## config.mk

```make
export PLATFORM = sky130hd
export DESIGN_NAME = tensor_parallel_shard_planner
export DESIGN_NICKNAME = d
export VERILOG_FILES = /design/src/tpsp_pkg.sv /design/src/tensor_parallel_shard_planner.sv
export SDC_FILE = /design/constraint.sdc
export NUM_CORES = 2
export LEC_CHECK = 0
export BUFFER_PORTS_ARGS = -buffer_cell sky130_fd_sc_hd__buf_2
export CAP_MARGIN = 20
export CORE_AREA = 3 3 280 282
export CTS_BUF_LIST = sky130_fd_sc_hd__clkbuf_2 sky130_fd_sc_hd__clkbuf_4 sky130_fd_sc_hd__clkbuf_8
export DETAILED_ROUTE_END_ITERATION = 6
export DIE_AREA = 0 0 283 285
export PLACE_DENSITY_LB_ADDON = 0.1
export SETUP_SLACK_MARGIN = 0.15
export SYNTH_ARGS = -nofsm -noshare
export SYNTH_HDL_FRONTEND = slang
export SYNTH_SLANG_ARGS = --single-unit
```

## constraint.sdc

```tcl
create_clock -name clk -period 16.28 [get_ports clk]
set_input_delay 2.442 -clock clk [delete_from_list [all_inputs] [get_ports clk]]
set_output_delay 2.442 -clock clk [all_outputs]
set_load 0.02 [all_outputs]
```

## src/tpsp_pkg.sv

```systemverilog
package tpsp_pkg;

	localparam int unsigned MAX_RANKS = 64;

	localparam int unsigned NUM_W = 17;
	localparam int unsigned REM_W = 7;

	localparam int unsigned STEPS_MAX = 6;
	localparam int unsigned STEPS_S1  = 6;
	localparam int unsigned STEPS_S2  = 6;
	localparam int unsigned STEPS_S3  = 5;

	typedef enum logic [3:0] {
		ST_OK         = 4'd0,
		ST_WORLD      = 4'd1,
		ST_RANK       = 4'd2,
		ST_SIZES      = 4'd3,
		ST_KV         = 4'd4,
		ST_HEADS      = 4'd5,
		ST_WO_TYPE    = 4'd6,
		ST_WO_ALIGN   = 4'd7,
		ST_DN_TYPE    = 4'd8,
		ST_FFN_MULT   = 4'd9,
		ST_FEW_BLOCKS = 4'd10
	} status_t;

	typedef enum logic [2:0] {
		CFG_QUERY_HEADS    = 3'd0,
		CFG_KV_HEADS       = 3'd1,
		CFG_HEAD_DIMENSION = 3'd2,
		CFG_FFN_SIZE       = 3'd3,
		CFG_WORLD_SIZE     = 3'd4,
		CFG_OUT_PROJ_TYPE  = 3'd5,
		CFG_DOWN_PROJ_TYPE = 3'd6
	} cfg_idx_t;

	localparam logic [4:0] QT_F32  = 5'd0;
	localparam logic [4:0] QT_F16  = 5'd1;
	localparam logic [4:0] QT_Q8   = 5'd8;
	localparam logic [4:0] QT_Q4K  = 5'd12;
	localparam logic [4:0] QT_Q6K  = 5'd14;

	typedef struct packed {
		logic       known;
		logic [3:0] shift;
	} quant_t;

	typedef struct packed {
		logic [REM_W-1:0] rem;
		logic [NUM_W-1:0] num;
	} div_lane_t;

	function automatic quant_t quant_lookup(logic [4:0] id);
		quant_t q;
		q = '{known: 1'b1, shift: 4'd0};
		case (id)
			QT_F32:  q.shift = 4'd0;
			QT_F16:  q.shift = 4'd0;
			QT_Q8:   q.shift = 4'd5;
			QT_Q4K:  q.shift = 4'd8;
			QT_Q6K:  q.shift = 4'd8;
			default: q = '{known: 1'b0, shift: 4'd0};
		endcase
		return q;
	endfunction

	// restoring division, quotient bits shift into the low end of num
	function automatic div_lane_t div_steps(div_lane_t lane, logic [REM_W-1:0] d,
			int unsigned n);
		div_lane_t      r;
		logic [REM_W:0] t;
		r = lane;
		for (int unsigned i = 0; i < STEPS_MAX; i++) begin
			if (i < n) begin
				t = {r.rem, r.num[NUM_W-1]};
				r.num = {r.num[NUM_W-2:0], 1'b0};
				if (t >= {1'b0, d}) begin
					r.rem = REM_W'(t - {1'b0, d});
					r.num[0] = 1'b1;
				end else begin
					r.rem = t[REM_W-1:0];
				end
			end
		end
		return r;
	endfunction

endpackage

```

## src/tensor_parallel_shard_planner.sv

```systemverilog
// Shard planner for tensor-parallel inference.
// Configuration: write model sizes, world size and the two weight quant type
// ids over the cfg channel (cfg_index selects the register, cfg_data holds
// the value, cfg_ready is always high). Write only while no request is in
// flight; unknown indexes are dropped.
// Requests: drive rank_index with start high; busy stays low, so a request
// is taken at every clock edge where start is high.
// Results: a taken request passes stages s1 to s5; done pulses for one cycle
// with status and the query/kv head slices, query/kv row slices and the FFN
// row slice of that rank. On any failed check the slices are zero.
// Throughput is one request per cycle. The divider by world size has three
// stages of six, six and five quotient bits; one stage follows for the rank
// products and one for the row products and checks.
// The receiver cannot stall: each result shows for exactly one cycle.
// Reset restores query_heads, kv_heads, head_dimension, ffn_size and
// world_size to one and both type ids to zero, and empties the pipeline.
module tensor_parallel_shard_planner (
	input  logic        clk,
	input  logic        arst_n,
	input  logic        cfg_valid,
	output logic        cfg_ready,
	input  logic [2:0]  cfg_index,
	input  logic [16:0] cfg_data,
	input  logic        start,
	output logic        busy,
	input  logic [5:0]  rank_index,
	output logic        done,
	output logic [3:0]  status,
	output logic [8:0]  qhead_begin,
	output logic [8:0]  qhead_count,
	output logic [8:0]  kvhead_begin,
	output logic [8:0]  kvhead_count,
	output logic [18:0] qrow_begin,
	output logic [18:0] qrow_count,
	output logic [18:0] kvrow_begin,
	output logic [18:0] kvrow_count,
	output logic [16:0] ffnrow_begin,
	output logic [16:0] ffnrow_count
);

	logic [8:0]  query_heads_q;
	logic [8:0]  kv_heads_q;
	logic [9:0]  head_dimension_q;
	logic [16:0] ffn_size_q;
	logic [6:0]  world_size_q;
	logic [4:0]  out_proj_type_q;
	logic [4:0]  down_proj_type_q;

	assign cfg_ready = 1'b1;
	assign busy      = 1'b0;

	always_ff @(posedge clk or negedge arst_n) begin
		if (!arst_n) begin
			query_heads_q    <= 9'd1;
			kv_heads_q       <= 9'd1;
			head_dimension_q <= 10'd1;
			ffn_size_q       <= 17'd1;
			world_size_q     <= 7'd1;
			out_proj_type_q  <= 5'd0;
			down_proj_type_q <= 5'd0;
		end else if (cfg_valid && cfg_ready) begin
			case (cfg_index)
				tpsp_pkg::CFG_QUERY_HEADS:    query_heads_q    <= cfg_data[8:0];
				tpsp_pkg::CFG_KV_HEADS:       kv_heads_q       <= cfg_data[8:0];
				tpsp_pkg::CFG_HEAD_DIMENSION: head_dimension_q <= cfg_data[9:0];
				tpsp_pkg::CFG_FFN_SIZE:       ffn_size_q       <= cfg_data;
				tpsp_pkg::CFG_WORLD_SIZE:     world_size_q     <= cfg_data[6:0];
				tpsp_pkg::CFG_OUT_PROJ_TYPE:  out_proj_type_q  <= cfg_data[4:0];
				tpsp_pkg::CFG_DOWN_PROJ_TYPE: down_proj_type_q <= cfg_data[4:0];
				default: ;
			endcase
		end
	end

	tpsp_pkg::quant_t wo_qt;
	tpsp_pkg::quant_t dn_qt;
	logic [16:0]      ffn_blocks;

	assign wo_qt      = tpsp_pkg::quant_lookup(out_proj_type_q);
	assign dn_qt      = tpsp_pkg::quant_lookup(down_proj_type_q);
	assign ffn_blocks = ffn_size_q >> dn_qt.shift;

	// divider stages
	logic                   valid_s1, valid_s2, valid_s3, valid_s4, valid_s5;
	logic [5:0]             rank_s1, rank_s2, rank_s3, rank_s4;
	tpsp_pkg::div_lane_t    qdiv_s1, kdiv_s1, fdiv_s1;
	tpsp_pkg::div_lane_t    qdiv_s2, kdiv_s2, fdiv_s2;
	tpsp_pkg::div_lane_t    qdiv_s3, kdiv_s3, fdiv_s3;
	tpsp_pkg::div_lane_t    qinit, kinit, finit;

	assign qinit = '{rem: '0, num: 17'(query_heads_q)};
	assign kinit = '{rem: '0, num: 17'(kv_heads_q)};
	assign finit = '{rem: '0, num: ffn_blocks};

	always_ff @(posedge clk or negedge arst_n) begin
		if (!arst_n) begin
			valid_s1 <= 1'b0;
			valid_s2 <= 1'b0;
			valid_s3 <= 1'b0;
			valid_s4 <= 1'b0;
			valid_s5 <= 1'b0;
		end else begin
			valid_s1 <= start && !busy;
			valid_s2 <= valid_s1;
			valid_s3 <= valid_s2;
			valid_s4 <= valid_s3;
			valid_s5 <= valid_s4;
		end
	end

	always_ff @(posedge clk) begin
		rank_s1 <= rank_index;
		qdiv_s1 <= tpsp_pkg::div_steps(qinit, world_size_q, tpsp_pkg::STEPS_S1);
		kdiv_s1 <= tpsp_pkg::div_steps(kinit, world_size_q, tpsp_pkg::STEPS_S1);
		fdiv_s1 <= tpsp_pkg::div_steps(finit, world_size_q, tpsp_pkg::STEPS_S1);

		rank_s2 <= rank_s1;
		qdiv_s2 <= tpsp_pkg::div_steps(qdiv_s1, world_size_q, tpsp_pkg::STEPS_S2);
		kdiv_s2 <= tpsp_pkg::div_steps(kdiv_s1, world_size_q, tpsp_pkg::STEPS_S2);
		fdiv_s2 <= tpsp_pkg::div_steps(fdiv_s1, world_size_q, tpsp_pkg::STEPS_S2);

		rank_s3 <= rank_s2;
		qdiv_s3 <= tpsp_pkg::div_steps(qdiv_s2, world_size_q, tpsp_pkg::STEPS_S3);
		kdiv_s3 <= tpsp_pkg::div_steps(kdiv_s2, world_size_q, tpsp_pkg::STEPS_S3);
		fdiv_s3 <= tpsp_pkg::div_steps(fdiv_s2, world_size_q, tpsp_pkg::STEPS_S3);
	end

	// rank products
	logic [14:0] qb_full, kb_full;
	logic [22:0] fb_full;
	logic [6:0]  lead;
	logic        gets_extra;

	assign qb_full    = 15'(rank_s3) * 15'(qdiv_s3.num[8:0]);
	assign kb_full    = 15'(rank_s3) * 15'(kdiv_s3.num[8:0]);
	assign fb_full    = 23'(rank_s3) * 23'(fdiv_s3.num);
	assign gets_extra = {1'b0, rank_s3} < fdiv_s3.rem;
	assign lead       = gets_extra ? {1'b0, rank_s3} : fdiv_s3.rem;

	logic [8:0]  qb_s4, qc_s4, kb_s4, kc_s4;
	logic [16:0] fb_s4, fc_s4;
	logic        qrem_s4, krem_s4;

	always_ff @(posedge clk) begin
		rank_s4 <= rank_s3;
		qb_s4   <= qb_full[8:0];
		qc_s4   <= qdiv_s3.num[8:0];
		kb_s4   <= kb_full[8:0];
		kc_s4   <= kdiv_s3.num[8:0];
		fb_s4   <= 17'(fb_full + 23'(lead));
		fc_s4   <= fdiv_s3.num + 17'(gets_extra);
		qrem_s4 <= |qdiv_s3.rem;
		krem_s4 <= |kdiv_s3.rem;
	end

	// row products and checks
	logic [18:0]       qrow_b, qrow_c, kvrow_b, kvrow_c, wo_mask;
	logic [16:0]       ffn_b, ffn_c, dn_mask;
	logic              world_bad, wo_misaligned;
	tpsp_pkg::status_t st;

	assign qrow_b  = 19'(qb_s4) * 19'(head_dimension_q);
	assign qrow_c  = 19'(qc_s4) * 19'(head_dimension_q);
	assign kvrow_b = 19'(kb_s4) * 19'(head_dimension_q);
	assign kvrow_c = 19'(kc_s4) * 19'(head_dimension_q);
	assign ffn_b   = fb_s4 << dn_qt.shift;
	assign ffn_c   = fc_s4 << dn_qt.shift;
	assign wo_mask = (19'd1 << wo_qt.shift) - 19'd1;
	assign dn_mask = (17'd1 << dn_qt.shift) - 17'd1;

	assign world_bad     = (world_size_q == 7'd0) || (32'(world_size_q) > tpsp_pkg::MAX_RANKS);
	assign wo_misaligned = (|(qrow_b & wo_mask)) || (|(qrow_c & wo_mask));

	always_comb begin
		if (world_bad) begin
			st = tpsp_pkg::ST_WORLD;
		end else if ({1'b0, rank_s4} >= world_size_q) begin
			st = tpsp_pkg::ST_RANK;
		end else if (query_heads_q == 9'd0 || kv_heads_q == 9'd0
				|| head_dimension_q == 10'd0 || ffn_size_q == 17'd0) begin
			st = tpsp_pkg::ST_SIZES;
		end else if (krem_s4) begin
			st = tpsp_pkg::ST_KV;
		end else if (qrem_s4) begin
			st = tpsp_pkg::ST_HEADS;
		end else if (!wo_qt.known) begin
			st = tpsp_pkg::ST_WO_TYPE;
		end else if (wo_misaligned) begin
			st = tpsp_pkg::ST_WO_ALIGN;
		end else if (!dn_qt.known) begin
			st = tpsp_pkg::ST_DN_TYPE;
		end else if (|(ffn_size_q & dn_mask)) begin
			st = tpsp_pkg::ST_FFN_MULT;
		end else if (ffn_blocks < 17'(world_size_q)) begin
			st = tpsp_pkg::ST_FEW_BLOCKS;
		end else begin
			st = tpsp_pkg::ST_OK;
		end
	end

	tpsp_pkg::status_t status_s5;
	logic [8:0]        qb_s5, qc_s5, kb_s5, kc_s5;
	logic [18:0]       qrow_b_s5, qrow_c_s5, kvrow_b_s5, kvrow_c_s5;
	logic [16:0]       ffn_b_s5, ffn_c_s5;
	logic              ok;

	assign ok = (st == tpsp_pkg::ST_OK);

	always_ff @(posedge clk) begin
		status_s5  <= st;
		qb_s5      <= ok ? qb_s4   : '0;
		qc_s5      <= ok ? qc_s4   : '0;
		kb_s5      <= ok ? kb_s4   : '0;
		kc_s5      <= ok ? kc_s4   : '0;
		qrow_b_s5  <= ok ? qrow_b  : '0;
		qrow_c_s5  <= ok ? qrow_c  : '0;
		kvrow_b_s5 <= ok ? kvrow_b : '0;
		kvrow_c_s5 <= ok ? kvrow_c : '0;
		ffn_b_s5   <= ok ? ffn_b   : '0;
		ffn_c_s5   <= ok ? ffn_c   : '0;
	end

	assign done         = valid_s5;
	assign status       = status_s5;
	assign qhead_begin  = qb_s5;
	assign qhead_count  = qc_s5;
	assign kvhead_begin = kb_s5;
	assign kvhead_count = kc_s5;
	assign qrow_begin   = qrow_b_s5;
	assign qrow_count   = qrow_c_s5;
	assign kvrow_begin  = kvrow_b_s5;
	assign kvrow_count  = kvrow_c_s5;
	assign ffnrow_begin = ffn_b_s5;
	assign ffnrow_count = ffn_c_s5;

	a_latency: assert property (@(posedge clk) disable iff (!arst_n)
		(start && !busy) |-> ##5 done)
		else $error("item accepted without a result five cycles later");

	a_fail_zero: assert property (@(posedge clk) disable iff (!arst_n)
		(done && status != tpsp_pkg::ST_OK) |->
		(qhead_count == '0 && kvhead_count == '0 && qrow_count == '0
		&& kvrow_count == '0 && ffnrow_count == '0 && qhead_begin == '0
		&& ffnrow_begin == '0))
		else $error("failed plan carries nonzero slices");

	a_ok_counts: assert property (@(posedge clk) disable iff (!arst_n)
		(done && status == tpsp_pkg::ST_OK) |->
		(qhead_count != '0 && kvhead_count != '0 && ffnrow_count != '0))
		else $error("good plan with an empty slice");

	a_status_range: assert property (@(posedge clk) disable iff (!arst_n)
		done |-> (status <= tpsp_pkg::ST_FEW_BLOCKS))
		else $error("status code out of range");

endmodule

```

==> metrics.yaml <==
crit_top_cell: "a21oi_1"
place.gp.congestion: 0.886
cp_data_arrival_time_ps: 14070
layout_common_cells: "inv_1 (553), ha_1 (510), dfxtp_1 (407)"
cts_setup_buffers: 0
drcViolationCount: 0
io-pin-count: 183
die_x_um: 283
ys_seq_area_share_pct: 22.7
h-tree-depth: 3
grt.overflow.total: 0
die_area_sq_um: 80700
cts.clk_slew.worst_paths_ps: 60
finalHoldViolCount: 0
antenna_found_initial: 2
async_reset_ff_share_pct: 14.1
syn-mean-instance-area_sq_um: 9.22
ys_ff_latch: 474
n_fill_cell: 6658
cts_buffers: 84
die-height_um: 285
hp-class: "reg2reg"
rsz0062_at_grt: "false"
crit_required_ps: 16800
synth_edf_count: 0
relSlewSlack_pct: 29.8
tightest_slew_ps: 1050
synth_xor_area_share_pct: 5.33
cpLargestDelayFamily: "compound AO/OA/AOI/OAI gates"
ys_warn_count: 0
synth_fa_ha_area_share_pct: 30.9
synth_cell_types: 106
routedWlPerCell_um: 17.4
synth.top_cell.area_share_pct: 18.8
clock_path_buffers: 3
core-area_sq_um: 75900
vias: 32700
maxCapViolCount: 0
cts_resized: 0
startpoint_type: "flip-flop"
tns_ps: 0
grt_pass1_vias: 32700
fin_skew_ps: 44.5
synthTopCellsByArea: "dfxtp_1 (19%), fa_1 (16%), ha_1 (15%), and2_1 (5.5%), inv_1 (4.8%)"
critPathKind: "reg2reg"
synth_area_sq_um: 43300
fin_util_pct: 61.8
drt_iter0_markers: 1870
viasPerCell: 5.51
netlist_instances: 4703
synth_simple_gate_area_share_pct: 15.9
clkLatencyLatePin_ps: 680
fmax_mhz: 73.8
syn2layout_area_growth_pct: 8.27
track_usage_pct: 25.7
synth-compound-area-share_pct: 11.7
initial_utilization_pct: 57.1
grt_max_degree: 71
endpoint_kind: "flip-flop"
final_antenna_net_count: 0
fin_crit_ps: 13550
synth_area_leader_cell: "dfxtp_1"
dr.pass1.iters: 7
synth-main-ff-cell: "dfxtp_1"
ctsHoldBuffers: 0
drive_above_1_share_pct: 12.7
worst_path_max_delay_cell: "a221oi_4"
final_common_cell: "inv_1"
finalCritPeriodShare_pct: 83.2
grt_pass1_wl_mm: 170
port_buffers: 180
finalNetCount: 5735
status: "finished, final reports clean"
cts_root_buf: "clkbuf_8"
synth_top_family_by_area: "adder cells"
synthMuxAreaShare_pct: 7.02
numClockSinks: 474
critPathMaxFanout: 23
worst-path-buf-inv: 2
slew_violations: 0
rows: 101
finalSetupViolations: 0
wirelength_mm: 103
max_stage_delay_ps: 690
cts_tree: "built"
hpwlAfterDp_mm: 77.0
[metal layers]
metal / up-vias / wire, um / GRT usage (%) / share of wire, %
li1: 16000 / - / - / -
met5: - / 0 / 0 / 0
met3: 140 / 4830 / 3.21 / 4.7
met2: 712 / 48200 / 43.4 / 47
met1: 15900 / 48000 / 34.9 / 46
met4: 0 / 2150 / 6.83 / 2.1
[final timing paths]
check / start / end / slack, ps / depth (start not counted)
worst min-delay path: fdiv_s2[9]$_DFF_P_ / fdiv_s3[14]$_DFF_P_ / 320 / 0
min in group asynchronous: arst_n / valid_s2$_DFF_PN0_ / 1960 / 2
worst min register to register: fdiv_s2[9]$_DFF_P_ / fdiv_s3[14]$_DFF_P_ / 320 / 0
worst max-delay path: world_size_q[1]$_DFFE_PN0P_ / kdiv_s2[19]$_DFF_P_ / 2730 / 47
worst max register to register: world_size_q[1]$_DFFE_PN0P_ / kdiv_s2[19]$_DFF_P_ / 2730 / 47
max in group asynchronous: arst_n / out_proj_type_q[2]$_DFFE_PN0P_ / 13670 / 2
[logic make-up after synthesis]
family	count (synthesis)
adder cells (fa/ha/maj)	860
XOR/XNOR	264
flip-flops	474
buffers and inverters	731
AO/OA/AOI/OAI	764
multiplexers	271
AND/OR/NAND/NOR	1337
other	2
[synthesized netlist by cell type, types with 40 or more instances]
library cell  number
dfrtp_1           62
and2_1           379
nand2b_1          42
o21ai_0          171
fa_1             350
dfxtp_1          407
nand3_1           42
xnor2_1          180
nand2_1          354
a21oi_1          199
mux2_2           164
a21o_1           113
ha_1             510
and3_1            41
nor2b_1           54
xor2_1            84
mux2i_1           83
a211oi_1          40
inv_1            559
nor3_1            65
nor2_1           232
clkbuf_1         134
[state kept, by name, summed over array words and instances (netlist names), 19 cells and up]
name	flops
fdiv_s1	24
qrow_count	19
fdiv_s3	24
qrow_begin	19
kvrow_begin	19
kvrow_count	19
fdiv_s2	24
[through the flow]
| stage | cells | setup WS [ps] | hold WS [ps] | instance area, sq um |
|---|---|---|---|---|
| global route | 5938 | 1450 | 319 | 46900 |
| finish | 5938 | 2730 | 315 | 46900 |
| CTS | 5935 | 2810 | 314 | 46900 |
| detailed placement | 5788 | 2880 | 312 | 45200 |
| global placement | 5788 | 3180 | 310 | 45200 |
| floorplan | 4704 | 3020 | 310 | 43300 |
[worst reg2reg max path: cells and delay by family, from the launching register on]
| family | cells | cell delay [ps] |
|---|---|---|
| AOI/OAI and AO/OA | 27 | 6970 |
| muxes | 7 | 2520 |
| adders and majority gates | 6 | 2410 |
| and+or+nand+nor | 5 | 600 |
| buffers and inverters | 2 | 530 |
| DFF | 1 | 360 |
[cell type report]
class | instances | area (sq um) | share of cell area [%]
diodes | 2 | 5.00 | 0.0107
clock buffers | 122 | 1520 | 3.24
clock inverters | 25 | 225 | 0.480
inverters | 566 | 2130 | 4.53
multi-input cells | 3499 | 30700 | 65.5
flip-flops and latches | 474 | 9830 | 20.9
well taps | 1030 | 1290 | 2.75
repair buffers | 220 | 1200 | 2.55
Power is left out: the tool's default activity adds up to more than one toggle a clock period on the data nets, which glitch-free logic cannot reach.
